File: src/hw/rtl/mvhsp_pkg.sv
// ----------------------------------------------------------------------------
// mvhsp_pkg
// Types, constants and the control store for the VOL header size parser.
// ----------------------------------------------------------------------------
package mvhsp_pkg;

    localparam int DIM_BITS  = 13;
    localparam int RES_BITS  = 16;
    localparam int LEN_BITS  = 5;
    localparam int DATA_BITS = 8;
    localparam int OUT_BITS  = ((2 * DIM_BITS + 7) / 8) * 8;

    localparam logic [3:0] AR_EXTENDED_PAR = 4'd15;
    localparam logic [1:0] SHAPE_RECT      = 2'd0;
    localparam logic [1:0] SHAPE_GRAY      = 2'd3;
    localparam logic [3:0] VERID_ONE       = 4'd1;

    typedef enum logic [4:0] {
        PH_RANDOM    = 5'd0,
        PH_TYPE      = 5'd1,
        PH_HAS_ID    = 5'd2,
        PH_VER_PRIO  = 5'd3,
        PH_ASPECT    = 5'd4,
        PH_PAR       = 5'd5,
        PH_CTRL      = 5'd6,
        PH_CHROMA_LD = 5'd7,
        PH_VBV_FLAG  = 5'd8,
        PH_VBV1      = 5'd9,
        PH_VBV2      = 5'd10,
        PH_VBV3      = 5'd11,
        PH_VBV4      = 5'd12,
        PH_VBV5      = 5'd13,
        PH_SHAPE     = 5'd14,
        PH_SHAPE_EXT = 5'd15,
        PH_RES       = 5'd16,
        PH_FIXED     = 5'd17,
        PH_FIXED_INC = 5'd18,
        PH_WIDTH     = 5'd19,
        PH_HEIGHT    = 5'd20
    } t_phase;

    typedef enum logic [1:0] {
        COND_NONE,
        COND_BIT0,
        COND_ASPECT,
        COND_GRAY
    } t_cond;

    typedef enum logic [3:0] {
        ACT_NONE,
        ACT_HAS_ID,
        ACT_VER,
        ACT_SHAPE,
        ACT_RES,
        ACT_FIXED,
        ACT_RATE,
        ACT_WIDTH,
        ACT_HEIGHT
    } t_act;

    typedef enum logic [1:0] {
        ST_OK    = 2'd0,
        ST_SHAPE = 2'd1,
        ST_TRUNC = 2'd2
    } t_status;

    typedef struct packed {
        logic [LEN_BITS-1:0] len;
        logic                len_inc;
        t_cond               cond;
        t_act                act;
        t_phase              next;
        t_phase              alt;
    } t_uword;

    function automatic t_uword uw(input logic [LEN_BITS-1:0] len, input logic len_inc,
                                  input t_cond cond, input t_act act,
                                  input t_phase next, input t_phase alt);
        t_uword w;
        w.len     = len;
        w.len_inc = len_inc;
        w.cond    = cond;
        w.act     = act;
        w.next    = next;
        w.alt     = alt;
        return w;
    endfunction

    function automatic t_uword ucode_rom(input t_phase ph);
        t_uword w;
        case (ph)
            PH_RANDOM:    w = uw(5'd1,  1'b0, COND_NONE,   ACT_NONE,   PH_TYPE,     PH_TYPE);
            PH_TYPE:      w = uw(5'd8,  1'b0, COND_NONE,   ACT_NONE,   PH_HAS_ID,   PH_HAS_ID);
            PH_HAS_ID:    w = uw(5'd1,  1'b0, COND_BIT0,   ACT_HAS_ID, PH_ASPECT,   PH_VER_PRIO);
            PH_VER_PRIO:  w = uw(5'd7,  1'b0, COND_NONE,   ACT_VER,    PH_ASPECT,   PH_ASPECT);
            PH_ASPECT:    w = uw(5'd4,  1'b0, COND_ASPECT, ACT_NONE,   PH_CTRL,     PH_PAR);
            PH_PAR:       w = uw(5'd16, 1'b0, COND_NONE,   ACT_NONE,   PH_CTRL,     PH_CTRL);
            PH_CTRL:      w = uw(5'd1,  1'b0, COND_BIT0,   ACT_NONE,   PH_SHAPE,    PH_CHROMA_LD);
            PH_CHROMA_LD: w = uw(5'd3,  1'b0, COND_NONE,   ACT_NONE,   PH_VBV_FLAG, PH_VBV_FLAG);
            PH_VBV_FLAG:  w = uw(5'd1,  1'b0, COND_BIT0,   ACT_NONE,   PH_SHAPE,    PH_VBV1);
            PH_VBV1:      w = uw(5'd16, 1'b0, COND_NONE,   ACT_NONE,   PH_VBV2,     PH_VBV2);
            PH_VBV2:      w = uw(5'd16, 1'b0, COND_NONE,   ACT_NONE,   PH_VBV3,     PH_VBV3);
            PH_VBV3:      w = uw(5'd16, 1'b0, COND_NONE,   ACT_NONE,   PH_VBV4,     PH_VBV4);
            PH_VBV4:      w = uw(5'd15, 1'b0, COND_NONE,   ACT_NONE,   PH_VBV5,     PH_VBV5);
            PH_VBV5:      w = uw(5'd16, 1'b0, COND_NONE,   ACT_NONE,   PH_SHAPE,    PH_SHAPE);
            PH_SHAPE:     w = uw(5'd2,  1'b0, COND_GRAY,   ACT_SHAPE,  PH_RES,      PH_SHAPE_EXT);
            PH_SHAPE_EXT: w = uw(5'd4,  1'b0, COND_NONE,   ACT_NONE,   PH_RES,      PH_RES);
            PH_RES:       w = uw(5'd17, 1'b0, COND_NONE,   ACT_RES,    PH_FIXED,    PH_FIXED);
            PH_FIXED:     w = uw(5'd2,  1'b0, COND_NONE,   ACT_FIXED,  PH_WIDTH,    PH_FIXED_INC);
            PH_FIXED_INC: w = uw(5'd0,  1'b1, COND_NONE,   ACT_RATE,   PH_WIDTH,    PH_WIDTH);
            PH_WIDTH:     w = uw(5'd14, 1'b0, COND_NONE,   ACT_WIDTH,  PH_HEIGHT,   PH_HEIGHT);
            PH_HEIGHT:    w = uw(5'd14, 1'b0, COND_NONE,   ACT_HEIGHT, PH_RANDOM,   PH_RANDOM);
            default:      w = uw(5'd1,  1'b0, COND_NONE,   ACT_NONE,   PH_RANDOM,   PH_RANDOM);
        endcase
        return w;
    endfunction

    // bit length of (res - 1), never below one
    function automatic logic [LEN_BITS-1:0] inc_bits(input logic [RES_BITS-1:0] res);
        logic [RES_BITS-1:0] v;
        logic [LEN_BITS-1:0] n;
        v = res - RES_BITS'(1);
        n = '0;
        for (int i = 0; i < RES_BITS; i++) begin
            if (v[i]) begin
                n = LEN_BITS'(i + 1);
            end
        end
        if (res == '0 || n == '0) begin
            n = LEN_BITS'(1);
        end
        return n;
    endfunction

endpackage

File: src/hw/rtl/mpeg4_vol_header_size_parser_core.sv
// ----------------------------------------------------------------------------
// mpeg4_vol_header_size_parser_core
// Bit-serial VOL header walker that reports the layer width and height.
// ----------------------------------------------------------------------------
// Header bytes (after the start code) enter on the slave stream, tuser set on
// the first byte of a header and tlast on the final available byte. Each byte
// is consumed one bit per cycle, when the output is free, by a microcoded field
// walker, so a byte holds the input while it is accepted and its eight bits
// are shifted; it frees the input sooner when a result ends the header inside
// the byte, and a byte that comes after the header has finished is dropped in
// its acceptance cycle. The walker stalls while a result waits in the output register. The master
// stream carries at most one transaction per header: width and height with
// status ok, status shape for non-rectangular layers, or status truncated
// when tlast arrives before the dimensions are complete.
module mpeg4_vol_header_size_parser_core (
    input  logic                           i_clk,
    input  logic                           i_rst_n,
    input  logic                           i_s_tvalid,
    output logic                           o_s_tready,
    input  logic [mvhsp_pkg::DATA_BITS-1:0] i_s_tdata,  // [7:0] data_byte
    input  logic                           i_s_tuser,  // header_start
    input  logic                           i_s_tlast,  // last_byte
    output logic                           o_m_tvalid,
    input  logic                           i_m_tready,
    output logic [mvhsp_pkg::OUT_BITS-1:0] o_m_tdata,  // [12:0] frame_width,
                                                       // [25:13] frame_height, zero pad
    output logic [1:0]                     o_m_tuser   // [1:0] parse_status
);
    import mvhsp_pkg::*;

    t_phase                r_phase,    n_phase;
    logic [LEN_BITS-1:0]   r_left,     n_left;
    logic [RES_BITS-1:0]   r_acc,      n_acc;
    logic                  r_ver_one,  n_ver_one;
    logic [1:0]            r_shape,    n_shape;
    logic [LEN_BITS-1:0]   r_inc_cnt,  n_inc_cnt;
    logic [DIM_BITS-1:0]   r_width,    n_width;
    logic                  r_finished, n_finished;
    logic                  r_busy,     n_busy;
    logic [DATA_BITS-1:0]  r_byte,     n_byte;
    logic                  r_last,     n_last;
    logic [2:0]            r_bit_idx,  n_bit_idx;
    logic                  r_out_valid, n_out_valid;
    logic [DIM_BITS-1:0]   r_out_w,    n_out_w;
    logic [DIM_BITS-1:0]   r_out_h,    n_out_h;
    t_status               r_out_st,   n_out_st;

    t_uword                ucw;
    logic                  accept;
    logic                  out_free;
    logic                  step_en;
    logic                  bit_in;
    logic                  fld_start;
    logic [LEN_BITS-1:0]   len_eff;
    logic [LEN_BITS-1:0]   cur_left;
    logic [LEN_BITS-1:0]   new_left;
    logic [RES_BITS-1:0]   new_acc;
    logic                  take_alt;
    logic                  emit;
    logic                  out_load;

    assign accept   = i_s_tvalid && o_s_tready;
    assign out_free = !r_out_valid || i_m_tready;
    assign step_en  = r_busy && out_free;
    assign ucw      = ucode_rom(r_phase);
    assign bit_in   = r_byte[r_bit_idx];
    assign fld_start = (r_left == '0);

    always_comb begin
        len_eff = ucw.len_inc ? r_inc_cnt : ucw.len;
        if (len_eff == '0) begin
            len_eff = LEN_BITS'(1);
        end
    end

    assign cur_left = fld_start ? len_eff : r_left;
    assign new_left = cur_left - LEN_BITS'(1);
    assign new_acc  = {(fld_start ? {(RES_BITS-1){1'b0}} : r_acc[RES_BITS-2:0]), bit_in};

    always_comb begin
        case (ucw.cond)
            COND_BIT0:   take_alt = new_acc[0];
            COND_ASPECT: take_alt = (new_acc[3:0] == AR_EXTENDED_PAR);
            COND_GRAY:   take_alt = (new_acc[1:0] == SHAPE_GRAY) && !r_ver_one;
            default:     take_alt = 1'b0;
        endcase
    end

    always_comb begin
        n_phase     = r_phase;
        n_left      = r_left;
        n_acc       = r_acc;
        n_ver_one   = r_ver_one;
        n_shape     = r_shape;
        n_inc_cnt   = r_inc_cnt;
        n_width     = r_width;
        n_finished  = r_finished;
        n_busy      = r_busy;
        n_byte      = r_byte;
        n_last      = r_last;
        n_bit_idx   = r_bit_idx;
        n_out_w     = r_out_w;
        n_out_h     = r_out_h;
        n_out_st    = r_out_st;
        emit        = 1'b0;
        out_load    = 1'b0;

        if (accept) begin
            n_byte    = i_s_tdata;
            n_last    = i_s_tlast;
            n_bit_idx = 3'd7;
            if (i_s_tuser) begin
                n_phase    = PH_RANDOM;
                n_left     = '0;
                n_ver_one  = 1'b1;
                n_shape    = SHAPE_RECT;
                n_inc_cnt  = LEN_BITS'(1);
                n_finished = 1'b0;
                n_busy     = 1'b1;
            end else begin
                n_busy     = !r_finished;
            end
        end else if (step_en) begin
            n_acc     = new_acc;
            n_left    = new_left;
            n_bit_idx = r_bit_idx - 3'd1;
            if (new_left == '0) begin
                n_phase = take_alt ? ucw.alt : ucw.next;
                case (ucw.act)
                    ACT_HAS_ID: begin
                        if (!new_acc[0]) begin
                            n_ver_one = 1'b1;
                        end
                    end
                    ACT_VER:    n_ver_one = (new_acc[6:3] == VERID_ONE);
                    ACT_SHAPE:  n_shape   = new_acc[1:0];
                    ACT_RES:    n_inc_cnt = inc_bits(new_acc);
                    ACT_FIXED, ACT_RATE: begin
                        if (ucw.act == ACT_FIXED && new_acc[0]) begin
                            n_phase = ucw.alt;
                        end else if (r_shape == SHAPE_RECT) begin
                            n_phase = PH_WIDTH;
                        end else begin
                            emit     = 1'b1;
                            n_out_w  = '0;
                            n_out_h  = '0;
                            n_out_st = ST_SHAPE;
                        end
                    end
                    ACT_WIDTH:  n_width = new_acc[DIM_BITS-1:0];
                    ACT_HEIGHT: begin
                        emit     = 1'b1;
                        n_out_w  = r_width;
                        n_out_h  = new_acc[DIM_BITS-1:0];
                        n_out_st = ST_OK;
                    end
                    default: ;
                endcase
            end
            if (emit) begin
                n_finished = 1'b1;
                n_busy     = 1'b0;
                out_load   = 1'b1;
            end else if (r_bit_idx == 3'd0) begin
                n_busy = 1'b0;
                if (r_last) begin
                    n_finished = 1'b1;
                    out_load   = 1'b1;
                    n_out_w    = '0;
                    n_out_h    = '0;
                    n_out_st   = ST_TRUNC;
                end
            end
        end

        if (out_load) begin
            n_out_valid = 1'b1;
        end else if (i_m_tready) begin
            n_out_valid = 1'b0;
        end else begin
            n_out_valid = r_out_valid;
        end
    end

    always_ff @(posedge i_clk) begin
        if (!i_rst_n) begin
            r_phase     <= PH_RANDOM;
            r_left      <= '0;
            r_ver_one   <= 1'b1;
            r_shape     <= SHAPE_RECT;
            r_inc_cnt   <= LEN_BITS'(1);
            r_finished  <= 1'b0;
            r_busy      <= 1'b0;
            r_bit_idx   <= '0;
            r_out_valid <= 1'b0;
        end else begin
            r_phase     <= n_phase;
            r_left      <= n_left;
            r_ver_one   <= n_ver_one;
            r_shape     <= n_shape;
            r_inc_cnt   <= n_inc_cnt;
            r_finished  <= n_finished;
            r_busy      <= n_busy;
            r_bit_idx   <= n_bit_idx;
            r_out_valid <= n_out_valid;
        end
        r_acc    <= n_acc;
        r_width  <= n_width;
        r_byte   <= n_byte;
        r_last   <= n_last;
        r_out_w  <= n_out_w;
        r_out_h  <= n_out_h;
        r_out_st <= n_out_st;
    end

    assign o_s_tready = !r_busy;
    assign o_m_tvalid = r_out_valid;
    assign o_m_tdata  = {{(OUT_BITS - 2 * DIM_BITS){1'b0}}, r_out_h, r_out_w};
    assign o_m_tuser  = r_out_st;

    a_emit_ends_byte: assert property (@(posedge i_clk) disable iff (!i_rst_n)
        out_load |=> (!r_busy && r_finished && r_out_valid))
        else $error("result did not end byte processing");

    a_byte_length: assert property (@(posedge i_clk) disable iff (!i_rst_n)
        (step_en && r_bit_idx == 3'd0) |=> !r_busy)
        else $error("byte processing ran past eight bits");

    a_inc_range: assert property (@(posedge i_clk) disable iff (!i_rst_n)
        (r_inc_cnt != '0) && (r_inc_cnt <= LEN_BITS'(RES_BITS)))
        else $error("increment bit count out of range");

    a_no_step_when_finished: assert property (@(posedge i_clk) disable iff (!i_rst_n)
        r_busy |-> !r_finished)
        else $error("walker active after header finished");

endmodule
File: config.mk
export PLATFORM = sky130hd
export DESIGN_NAME = mpeg4_vol_header_size_parser_core
export DESIGN_NICKNAME = d
export VERILOG_FILES = /design/src/hw/rtl/mvhsp_pkg.sv /design/src/hw/rtl/mpeg4_vol_header_size_parser_core.sv
export SDC_FILE = /design/constraint.sdc
export NUM_CORES = 1
export LEC_CHECK = 0
export BUFFER_PORTS_ARGS = -buffer_cell sky130_fd_sc_hd__buf_2
export CORE_AREA = 5 5 121 123
export CTS_BUF_LIST = sky130_fd_sc_hd__clkbuf_8
export DETAILED_ROUTE_END_ITERATION = 7
export DIE_AREA = 0 0 126 128
export GPL_TIMING_DRIVEN = 0
export HOLD_SLACK_MARGIN = 0.03
export PLACE_DENSITY = 0.73
export SYNTH_ARGS = -nofsm -noshare
export SYNTH_HDL_FRONTEND = slang
export SYNTH_SLANG_ARGS = --single-unit
File: constraint.sdc
create_clock -name i_clk -period 11.04 [get_ports i_clk]
set_clock_uncertainty 0.15 [all_clocks]
set_input_delay 1.656 -clock i_clk [delete_from_list [all_inputs] [get_ports i_clk]]
set_output_delay 1.656 -clock i_clk [all_outputs]
set_load 0.05 [all_outputs]
# ---- Word level (Yosys, flattened, before mapping)
# Memories as Yosys holds them, arrays and structs flattened. A register that Yosys moved wholly into a read port is not among the register bits.
# Cells that the tools add are included.
dict set report op_classes {
  n_addsub 3
  n_lt_le_gt_ge 1
  eq_ne 16
  muxes 103
  bitwise 1
  reduce_logical 35
}
# cell count
set ops {}
lappend ops {{$mux W5} 40}
lappend ops {{$mux W13} 12}
lappend ops {{$pmux W13 S2} 2}
lappend ops {{$mux W1} 30}
lappend ops {{$mux W2} 11}
lappend ops {{$logic_not A5 Y1} 4}
lappend ops {{$eq A4 B3 Y1 const B} 4}
lappend ops {{$logic_not A16 Y1} 1}
lappend ops {{$reduce_and A4 Y1} 4}
lappend ops {{$sub A16 B1 Y16 const B} 1}
lappend ops {{$mux W15} 1}
lappend ops {{$reduce_bool A2 Y1} 5}
lappend ops {{$reduce_bool A3 Y1} 3}
lappend ops {{$eq A4 B1 Y1 const B} 2}
lappend ops {{$eq A4 B2 Y1 const B} 2}
lappend ops {{$eq A4 B4 Y1 const B} 2}
lappend ops {{$eq A2 B2 Y1 const B} 3}
lappend ops {{$mux W3} 2}
lappend ops {{$reduce_and A2 Y1} 3}
lappend ops {{$reduce_and A5 Y1} 1}
lappend ops {{$sub A5 B1 Y5 const B} 1}
lappend ops {{$logic_and A1 B1 Y1} 4}
lappend ops {{$logic_not A1 Y1} 4}
lappend ops {{$lt A3 B4 Y1 const B} 1}
lappend ops {{other kinds (14)} 16}
dict set report totals {
  regBits 89
  mem_bits_ro 704
  out_inout_bits 36
  n_memories 1
}
# memory depth width read_ports rd_clocked_by_memory_dff wr line_no
set mem_list {}
lappend mem_list {{(name not given)} 32 22 1 1 0 mvhsp_pkg.sv:91} ;# case (ph)

# ---- Longest topological paths before layout
# Gate-level depths: netlist of the first run.
dict set report depth {
  depth_word 30
  depth_mapped 20
}

# ---- Least setup slack after synthesis of the first run
# No wires, ideal clock.
dict set report synth_path {
  path_kind {flip-flop to flip-flop}
  from {register r_left[0]}
  to {register r_inc_cnt[0]}
  arrival_ns 4.195
  required_ns 10.812
  slack_ns 6.617
  path_stages_with_launch 18
  period_less_slack_ns 4.423
  cell_sequence {dfxtp_1 nor4_1 nand2_1 clkbuf_1 clkbuf_1 nand2_1 ha_1 buf_4 or4b_1 buf_2 or4_1 buf_2 o31a_1 o31ai_4 and2_4 nand3_2 or3_1 a32oi_1}
}
dict set report synth_via {
  elab_chain_len 29
}
# item line_no
set synth_lines {}
lappend synth_lines {{from (decl)} mpeg4_vol_header_size_parser_core.sv:32} ;# logic [LEN_BITS-1:0] r_left, n_left;
lappend synth_lines {{from (signal assigned)} mpeg4_vol_header_size_parser_core.sv:198} ;# r_left <= n_left;
lappend synth_lines {{$logic_not A5 Y1} mpeg4_vol_header_size_parser_core.sv:67} ;# assign fld_start = (r_left == '0);
lappend synth_lines {{$mux W15} mpeg4_vol_header_size_parser_core.sv:78} ;# assign new_acc = {(fld_start ? {(RES_BITS-1){1'b0}} : r_acc[RES_BITS-2:0]), bit_in};
lappend synth_lines {{$sub A16 B1 Y16} mvhsp_pkg.sv:122} ;# v = res - RES_BITS'(1);
lappend synth_lines {{$mux W5 (15 in a row)} mvhsp_pkg.sv:125} ;# if (v[i]) begin
lappend synth_lines {{$mux W5} mpeg4_vol_header_size_parser_core.sv:129} ;# case (ucw.act)
lappend synth_lines {{$mux W5} mpeg4_vol_header_size_parser_core.sv:127} ;# if (new_left == '0) begin
lappend synth_lines {{$mux W5} mpeg4_vol_header_size_parser_core.sv:123} ;# end else if (step_en) begin
lappend synth_lines {{$mux W5} mpeg4_vol_header_size_parser_core.sv:108} ;# if (accept) begin
lappend synth_lines {{$logic_not A5 Y1} mvhsp_pkg.sv:129} ;# if (res == '0 || n == '0) begin
lappend synth_lines {{$logic_or A1 B1 Y1} mvhsp_pkg.sv:129}
lappend synth_lines {{$mux W5} mvhsp_pkg.sv:129}
lappend synth_lines {{$mux W5} mpeg4_vol_header_size_parser_core.sv:129}
lappend synth_lines {{$mux W5} mpeg4_vol_header_size_parser_core.sv:127}
lappend synth_lines {{$mux W5} mpeg4_vol_header_size_parser_core.sv:123}
lappend synth_lines {{$mux W5} mpeg4_vol_header_size_parser_core.sv:108}
lappend synth_lines {{to (signal assigned)} mpeg4_vol_header_size_parser_core.sv:201} ;# r_inc_cnt <= n_inc_cnt;
lappend synth_lines {{to (decl)} mpeg4_vol_header_size_parser_core.sv:36} ;# logic [LEN_BITS-1:0] r_inc_cnt, n_inc_cnt;
# Parallel ways exist; a longest one is shown, timed or not. The select of a mux whose other input is x is not followed.
# A chain may end at the register's enable or synchronous reset.

# ---- Worst setup path after layout of the first run
dict set report layout_path {
  from {register r_left[0]}
  to {register ucw[18] (netlist name)}
}
dict set report layout_via {
  elab_chain_len 14
}
# item line_no
set layout_lines {}
lappend layout_lines {{$logic_not A5 Y1} mpeg4_vol_header_size_parser_core.sv:67}
lappend layout_lines {{$mux W15} mpeg4_vol_header_size_parser_core.sv:78}
lappend layout_lines {{$eq A2 B2 Y1} mpeg4_vol_header_size_parser_core.sv:84} ;# COND_GRAY: take_alt = (new_acc[1:0] == SHAPE_GRAY) && !r_ver_one;
lappend layout_lines {{$logic_and A1 B1 Y1} mpeg4_vol_header_size_parser_core.sv:84}
lappend layout_lines {{$pmux W1 S3} mpeg4_vol_header_size_parser_core.sv:81} ;# case (ucw.cond)
lappend layout_lines {{$mux W5} mpeg4_vol_header_size_parser_core.sv:128} ;# n_phase = take_alt ? ucw.alt : ucw.next;
lappend layout_lines {{$mux W5} mpeg4_vol_header_size_parser_core.sv:141} ;# end else if (r_shape == SHAPE_RECT) begin
lappend layout_lines {{$mux W5} mpeg4_vol_header_size_parser_core.sv:139} ;# if (ucw.act == ACT_FIXED && new_acc[0]) begin
lappend layout_lines {{$mux W5} mpeg4_vol_header_size_parser_core.sv:129}
lappend layout_lines {{$mux W5} mpeg4_vol_header_size_parser_core.sv:127}
lappend layout_lines {{$mux W5} mpeg4_vol_header_size_parser_core.sv:123}
lappend layout_lines {{$mux W5} mpeg4_vol_header_size_parser_core.sv:108}
lappend layout_lines {{$mux W5 (no source line) (*) (2 in a row)} -}
# Mark *: on every way between the ends. The rest lies on a longest branch, timed or not. The select of a mux whose other input is x is not followed.

==> results.cfg, run 1 <==
[outcome]
status = completed

[sta]
finalWorstSetupSlack_ns = 5.167
tightest_slew_ns = 0.9780
fin_crit_ns = 5.873
clock.fmax_mhz = 170.3
slew_headroom_pct = 34.80
whs_ns = 0.3359
tns_ns = 0
slew_violations = 0
period_share_pct = 53.20
hold_viol_final = 0
rsz0062_at_grt = false
setup_viol = 0

[grt]
grt_pass1_wl_um = 23860
grt_max_degree = 41
antenna_found_initial = 0
grt_pass1_vias = 4506
grt.total_usage_pct = 18.35
grt.overflow.total = 0

[floorplan]
die_w_um = 126
core-area_um2 = 13560
start_util_pct = 43.19
die_h_um = 128
floorplan.rows = 43
dieArea_um2 = 16130
io_pins = 50

[cts]
cts_max_path_buffers = 2
clock_sinks = 111
clk_pin_slew_ns = 0.11
cts_tree = done
clock_latency_ns = 0.39
postCtsResizedCells = 0
cts-root-buf = clkbuf_8
htree_num_levels = 3
cts_inserted_buffers = 9
ctsHoldBuffers = 0
post_cts_buffers = 0

[place]
place.gp.congestion = 0.8876
hpwl_um = 11010
pre_cts_ws_ns = 5.310
io_buffers = 43
dp.cells = 802

[yosys]
syn_inst = 572
synthFlopType = edfxtp_1
synth_top_area_share_pct = 33.33
synth-seq-cells = 111
async_flop_share_pct = 0
yosys_warnings = 0
synth.avg_cell_area_um2 = 10.24
yosysTopAreaCell = edfxtp_1
yosys-top-cells-area = edfxtp_1 (33%), dfxtp_1 (16%), a22o_1 (4.0%), ha_1 (3.0%), nand2_1 (2.9%)
ys_types = 73
synth_edf_count = 65
yosysSeqAreaShare_pct = 49.06
syn_area_um2 = 5856

[worst_setup_path]
cp-start-kind = flip-flop
r2r_start = r_left[0]
crit_type = reg2reg
path_max_fanout = 10
worstPathRequired_ns = 11.17
cp-end-kind = flip-flop
arrival_ns = 6.01
critical_path.startpoint = r_left[0]

[run]
drv_cap = 0

[pwr]
power_leakage_nw = 2.544
peakVddDrop_v = 0.00005465
p_per_area_nw_per_um2 = 184.6
p_total_w = 0.001211

[detailed_routing]
num_vias = 4820
drt-pass1-iter-count = 6
post_drt_wl_per_cell_um = 18.03
drt_iter0_drc = 526
routed_wl_um = 14750
ant_nets = 0
route.detailed.drc = 0
via_per_inst = 5.892

[hold_path]
hp-class = reg2reg
hp-start = r_ver_one

[layout]
diodes = 0
nets = 661
drive_gt1_share_pct = 16.14
stdcell_count = 818
syn_to_final_growth_pct = 12.01
[cell usage in the layout, fill, tap and decap left out, types with 18 or more instances in the layout]
cell | synthesis | layout
clkbuf_1 | 19 | 18
a22o_1 | 27 | 27
inv_1 | 29 | 29
nand2_1 | 45 | 45
dfxtp_1 | 46 | 46
buf_2 | 4 | 47
nor2_1 | 42 | 42
edfxtp_1 | 65 | 65
o21ai_0 | 20 | 20
a21oi_1 | 30 | 30
[final timing paths]
kind | to | slack (ns) | cells after the start
worst max-delay path | ucw[18] | 5.17 | 20
worst min-delay path | r_ver_one | 0.34 | 2
worst max register to register | ucw[18] | 5.17 | 20
worst min register to register | r_ver_one | 0.34 | 2
[routing by layer]
| metal | global-route usage [%] | wire [um] |
|---|---|---|
| met5 | 0 | 0 |
| met4 | 5.489 | 258 |
| met3 | 3.833 | 993 |
| met2 | 28.64 | 6860 |
| met1 | 25.84 | 6634 |
[cell type report]
class | instances | area [um^2]
Fill cell | 1290 | 6999
Buffer | 31 | 152.6
Inverter | 30 | 112.6
Clock buffer | 9 | 123.9
Tap cell | 180 | 225.2
Clock inverter | 7 | 86.33
Sequential cell | 111 | 2873
Multi-Input combinational cell | 405 | 2743
Timing Repair Buffer | 45 | 242.7
[per-stage QoR]
| step | util [%] | cell area (um^2) |
|---|---|---|
| final | 48.38 | 6559 |
| after global routing | 48.38 | 6559 |
| after CTS | 48.38 | 6559 |
| after detailed placement | 46.83 | 6349 |
| after global placement | 46.58 | 6315 |
| after floorplan | - | 5874 |
[worst max-delay path: stages (launching register included)]
cell and delay (ns):
dfxtp_1 0.47, nor4_1 0.16, nand2_1 0.23, clkbuf_1 0.42
clkbuf_1 0.45, nor2_1 0.09, nor2_1 0.16, ha_1 0.23
nor3b_1 0.39, o211a_1 0.21, o21ai_0 0.16, a21boi_2 0.44
nand2_2 0.21, mux2i_1 0.28, and2_1 0.28, inv_1 0.21
ha_1 0.25, inv_1 0.11, a211oi_1 0.50, a21oi_1 0.08
o22ai_1 0.28
[synth_stat cells (3+ instances only)]
master	number
clkbuf_1	19
o211ai_1	12
ha_1	14
a32oi_1	6
nand3_1	8
a22o_1	27
buf_4	8
o31ai_1	8
mux2i_1	7
o31a_1	3
and2_1	12
o21ai_0	20
o211a_1	5
nand4b_1	5
a221oi_1	3
a31oi_1	5
or3_1	6
o221ai_1	4
nand3b_1	3
nor2b_1	8
mux2_2	7
inv_1	29
o21a_1	4
dfxtp_1	46
edfxtp_1	65
nor4_1	8
nand2_1	45
or4_1	7
a21oi_1	30
a211oi_1	10
a21o_1	3
nor2_1	42
xnor2_1	3
buf_2	4
o22ai_1	8
nand2b_1	9
nand4_1	4
a22oi_1	3
or2_2	6
nor3_1	10
[sequential cells by signal, summed over array words and instances (netlist names), 2 cells and up]
register and cells:
r_bit_idx 3, r_acc 15, o_m_tuser 2, r_left 5
r_width 13, r_inc_cnt 5, r_shape 2, r_byte 8
r_phase 5, ucw 22, r_out_h 13, r_out_w 13
[cells by family after synthesis]
logic type,Yosys count,synth area share (%)
other,1,0.06404
flip-flops,111,49.06
AND/OR/NAND/NOR,186,16.62
adder cells (fa/ha/maj),14,2.991
buffers and inverters,61,4.508
XOR/XNOR,5,0.7480
multiplexers,17,3.697
AO/OA/AOI/OAI,177,22.31
[where the power goes]
group | total, W | switching, W | internal [W] | leakage (nW)
clock | 0.000257 | 0.000146 | 0.000110 | 0.104
sequential | 0.000514 | 0.0000283 | 0.000485 | 0.992
combinational | 0.000440 | 0.000288 | 0.000152 | 1.45
total | 0.00121 | 0.000463 | 0.000748 | 2.54
Note: power is estimated with default switching activity, not from simulation.
==> run 2: changes to the inputs <==
--- a/config.mk
+++ b/config.mk
@@ -12,7 +12,7 @@
 export DIE_AREA = 0 0 126 128
 export GPL_TIMING_DRIVEN = 0
 export HOLD_SLACK_MARGIN = 0.03
-export PLACE_DENSITY = 0.73
+export PLACE_DENSITY = 0.75
 export SYNTH_ARGS = -nofsm -noshare
 export SYNTH_HDL_FRONTEND = slang
 export SYNTH_SLANG_ARGS = --single-unit
==> constraint.sdc (replaced) <==
create_clock -name i_clk -period 4.8 [get_ports i_clk]
set_clock_uncertainty 0.15 [all_clocks]
set_input_delay 0.72 -clock i_clk [delete_from_list [all_inputs] [get_ports i_clk]]
set_output_delay 0.72 -clock i_clk [all_outputs]
set_load 0.05 [all_outputs]
==> run 2 against run 1 <==
Worst hold slack gained 0.0011 ns. Clock power grew 150%. Register-to-register slack lost 4.9 ns. Clock-buffer cell count is the same. Utilization grew 1.3 points. First-iteration DRC count shrank 22%. Worst setup slack lost 4.9 ns. Routed wire length grew 0.64%. Critical path type unchanged.
==> results.cfg, run 2 (synthesized netlist as in run 1, its figures left out) <==
[sta]
slew_headroom_pct = 36.17
hold_viol_final = 0
clock.fmax_mhz = 218.7
tns_ns = 0
setup_viol = 0
period_share_pct = 95.25
fin_crit_ns = 4.572
whs_ns = 0.3370
slew_violations = 0
tightest_slew_ns = 0.9574

[worst_setup_path]
cp-end-kind = flip-flop
crit_type = reg2reg
cp_cell_sequence = or4_1 > clkbuf_1 > nor2_4 > a21oi_1 > ha_1 > nor3b_2 > a211oi_1 > a21oi_1 > a21boi_4 > nand2_2 > mux2i_4 > and2_1 > inv_2 > ha_1 > inv_2 > a211oi_4 > nand2_1 > nor2_1
slowest_stage = or4_1
path_max_fanout = 8
worstPathRequired_ns = 4.95
cp-start-kind = flip-flop
max_stage_delay_ns = 0.54
arrival_ns = 4.72

[place]
place.gp.congestion = 0.9407
io_buffers = 43
hpwl_um = 10900

[detailed_routing]
drt-pass1-iter-count = 5
num_vias = 4924
ant_nets = 0
via_per_inst = 5.968
drt_iter0_drc = 410
route.detailed.drc = 0
post_drt_wl_per_cell_um = 17.99
routed_wl_um = 14840

[layout]
final_common_cell = edfxtp_1
diodes = 0
drive_gt1_share_pct = 18.91
nets = 668
final_cell_mix = edfxtp_1 (65), buf_2 (47), dfxtp_1 (46), nand2_1 (44), nor2_1 (42)
largest_register_ffs = 22
syn_to_final_growth_pct = 14.94

[pwr]
power_leakage_nw = 2.603
peakVddDrop_v = 0.0001602
p_per_area_nw_per_um2 = 434.9

[floorplan]
dieArea_um2 = 16130
floorplan.rows = 43
start_util_pct = 43.19
die_w_um = 126
die_h_um = 128
io_pins = 50
core-area_um2 = 13560

[grt]
grt.total_usage_pct = 18.14
antenna_found_initial = 0
grt_pass1_wl_um = 23870
grt_max_degree = 30
grt_pass1_vias = 4669
grt.overflow.total = 0

[run]
drv_cap = 0

[hold_path]
hp-class = reg2reg

[cts]
cts-root-buf = clkbuf_8
cts_tree = done
clock_latency_ns = 0.38
clock_sinks = 111
clk_pin_slew_ns = 0.10
htree_num_levels = 3
cts_max_path_buffers = 2
cts_inserted_buffers = 9

[outcome]
status = completed
-- run 2: worst paths after layout --
check / from / end / slack [ns] / cells past startpoint
max reg2reg: r_left[0] / ucw[13] / 0.23 / 18
min reg2reg: r_inc_cnt[4] / r_inc_cnt[4] / 0.34 / 2
max: r_left[0] / ucw[13] / 0.23 / 18
min: r_inc_cnt[4] / r_inc_cnt[4] / 0.34 / 2
-- run 2: worst max-delay path: cells and delay by family (launching register included) --
family                   cells  cell delay, ns
AND/OR/NAND/NOR              7            1.67
flip-flops                   1            0.41
AO/OA/AOI/OAI                5            1.08
adder cells (fa/ha/maj)      2            0.47
buffers and inverters        3            0.45
multiplexers                 1            0.26
-- run 2: metrics by stage --
| stage | instance area, um^2 | setup WS (ns) | instances | total power, W | util (%) |
|---|---|---|---|---|---|
| floorplan | 5874 | 0.3769 | 577 | 0.001938 | - |
| global placement | 6315 | -0.8089 | 800 | 0.002159 | 46.58 |
| detailed placement | 6360 | -0.8011 | 802 | 0.002184 | 46.91 |
| CTS | 6651 | -0.006518 | 819 | 0.002842 | 49.06 |
| global route | 6730 | -0.03364 | 825 | 0.003087 | 49.64 |
| finish | 6730 | 0.2279 | 825 | 0.002927 | 49.64 |
-- run 2: where the power goes --
part | internal, W | switching [W]
Sequential | 0.00112 | 0.0000674
Combinational | 0.000427 | 0.000682
Clock | 0.000301 | 0.000334
-- run 2: area by class of cell --
type	count	area (um^2)
Fill cell	1236	6828
Sequential cell	111	2873
Multi-Input combinational cell	405	2825
Timing Repair Buffer	54	321.6
Tap cell	180	225.2
Buffer	29	145.1
Clock buffer	9	123.9
Inverter	30	112.6
Clock inverter	7	103.9
-- run 2: metal layers --
layer	track usage [%]	vias to the layer above	part of all wire (%)
met5	0	-	0
met2	29.45	219	48
li1	-	2308	-
met4	7.066	0	2.6
met3	3.250	35	6.8
met1	24.24	2362	43
-- run 2: what timing repair did --
action	CTS	global route
hold buffers	0	0
hold endpoints to repair	0	0
setup buffers	2	7
pin swaps	0	3
gates resized for setup	11	8
setup endpoints to repair	46	12
==> run 3: changes to the inputs <==
--- a/config.mk
+++ b/config.mk
@@ -7,7 +7,6 @@
 export LEC_CHECK = 0
 export BUFFER_PORTS_ARGS = -buffer_cell sky130_fd_sc_hd__buf_2
 export CORE_AREA = 5 5 121 123
-export CTS_BUF_LIST = sky130_fd_sc_hd__clkbuf_8
 export DETAILED_ROUTE_END_ITERATION = 7
 export DIE_AREA = 0 0 126 128
 export GPL_TIMING_DRIVEN = 0
==> run 3 against run 2 <==
The flow now finishes with violations (DRC). Sequential power about the same. Total power is 5.9% higher. Worst setup slack improved by 0.060 ns. Clock power rose by 29%. Cell count down 0.12%. Fmax up 1.3%. Combinational power hardly changed. Via count is 0.53% lower. Critical path depth decreased by 3. Design area is 1.5% higher. Register-to-register slack gained 0.06 ns. Largest cell class unchanged.
==> results.cfg, run 3 (synthesized netlist as in run 1, its figures left out) <==
[layout]
final_cell_mix = edfxtp_1 (65), buf_2 (47), dfxtp_1 (46), nand2_1 (44), nor2_1 (42)
final_cell_area_um2 = 6828
largest_register_ffs = 22
drive_gt1_share_pct = 18.94
num-fill-cells = 1209
diodes = 0
syn_to_final_growth_pct = 16.60
nets = 667
final_common_cell = edfxtp_1

[sta]
hold_viol_final = 0
setup_viol = 0
period_share_pct = 94.01
slew_violations = 0
fin_crit_ns = 4.512
clock.fmax_mhz = 221.6
rsz0062_at_grt = false
tightest_slew_ns = 0.9469
finalWorstSetupSlack_ns = 0.2877
slew_headroom_pct = 36.87

[hold_path]
hp-class = reg2reg
hp-start = r_inc_cnt[4]
min_delay_worst_endpoint = r_inc_cnt[4]
min_path_cells = 2

[floorplan]
floorplan.rows = 43
die_h_um = 128
io_pins = 50
core-area_um2 = 13560
die_w_um = 126
start_util_pct = 43.19
dieArea_um2 = 16130

[cts]
htree_num_levels = 3
cts_tree = done
cts_max_path_buffers = 2
cts_inserted_buffers = 9
clock_sinks = 111
cts-root-buf = clkbuf_16
clock_latency_ns = 0.35
clk_pin_slew_ns = 0.07
ctsHoldBuffers = 0

[place]
pre_cts_ws_ns = -0.8011
postPlaceCellArea_um2 = 6360
place.gp.congestion = 0.9407
hpwl_um = 10900
io_buffers = 43

[grt]
grt_pass1_wl_um = 23850
antenna_found_initial = 0
grt.overflow.total = 0
gr-usage-met3_pct = 3.583
use_met1_pct = 23.98
grtUsageMet2_pct = 29.70
busiest_layer = met2
grt.total_usage_pct = 18.11
grt_max_degree = 30
grt_pass1_vias = 4620

[worst_setup_path]
path_max_fanout = 9
reg2reg_depth = 15
cp-start-kind = flip-flop
worstPathRequired_ns = 4.92
crit_type = reg2reg
r2r-end = r_inc_cnt[0]
rrSetupSlack_ns = 0.29
r2r_start = r_bit_idx[0]
cp-end-kind = flip-flop
arrival_ns = 4.63

[pwr]
power_leakage_nw = 2.645
p_per_area_nw_per_um2 = 454.1
peakVddDrop_v = 0.0002341

[outcome]
status = complete, but fails checks
violations = DRC

[run]
drv_cap = 0

[detailed_routing]
post_drt_wl_per_cell_um = 17.98
route.detailed.drc = 1
drt-pass1-iter-count = 7
drt_iter0_drc = 486
via_per_inst = 5.944
num_vias = 4898
routed_wl_um = 14810
ant_nets = 0
run 3: critical path, cell delays in order, from the launching register on:
cell and delay [ns]:
dfxtp_1 0.45, mux4_2 0.56, mux2i_4 0.19, buf_4 0.16
ha_1 0.15, buf_4 0.16, or4b_1 0.43, buf_2 0.19
or4_1 0.52, buf_2 0.17, o31a_1 0.27, o31ai_4 0.20
and2_4 0.19, nand3_2 0.07, or3_1 0.37, a32oi_1 0.19
run 3: stage by stage:
step / hold WS (ns) / total power (W) / std cells / setup TNS, ns / utilization (%)
floorplan: 0.2822 / 0.001938 / 577 / 0 / -
global placement: 0.3057 / 0.002159 / 800 / -22.01 / 46.58
detailed placement: 0.3074 / 0.002184 / 802 / -12.23 / 46.91
CTS: 0.3256 / 0.003034 / 819 / 0 / 49.81
global route: 0.3313 / 0.003253 / 824 / 0 / 50.36
finish: 0.3327 / 0.003101 / 824 / 0 / 50.36
run 3: report_power, final:
part | total [W] | internal (W) | switching [W]
clock | 0.000817 | 0.000465 | 0.000352
sequential | 0.00118 | 0.00112 | 0.0000675
combinational | 0.00110 | 0.000419 | 0.000682
total | 0.00310 | 0.00200 | 0.00110
run 3: how the worst max path moves through the flow:
stage / slack, ns / end / startpoint / depth (start not counted)
2_1_floorplan: 0.38 / r_inc_cnt[0] / r_left[0] / 17
3_3_place_gp: -0.81 / r_width[12] / r_left[0] / 13
3_5_place_dp: -0.80 / ucw[20] / r_left[0] / 19
4_1_cts: 0.005 / ucw[13] / r_left[0] / 18
5_1_grt: 0.07 / r_inc_cnt[0] / r_bit_idx[0] / 15
6_report: 0.29 / r_inc_cnt[0] / r_bit_idx[0] / 15
run 3: repair_timing:
item	4_1_cts	5_1_grt
cloned	0	0
setup endpoints to repair	46	11
resized for setup	11	9
pin swaps	0	3
buffers inserted	2	6
run 3: layer usage:
layer	share of wire (%)	routed length, um
met1	42	6149
met2	49	7211
met3	7.4	1100
met4	2.4	352
met5	0	0
run 3: final cells by class:
cell class                      instances  area [um^2]  area share (%)
Inverter                               30        112.6           1.649
Buffer                                 29        145.1           2.126
Tap cell                              180        225.2           3.299
Clock buffer                            9        225.2           3.299
Clock inverter                          7        103.9           1.521
Multi-Input combinational cell        405         2829           41.43
Timing Repair Buffer                   53        314.1           4.600
Sequential cell                       111         2873           42.07
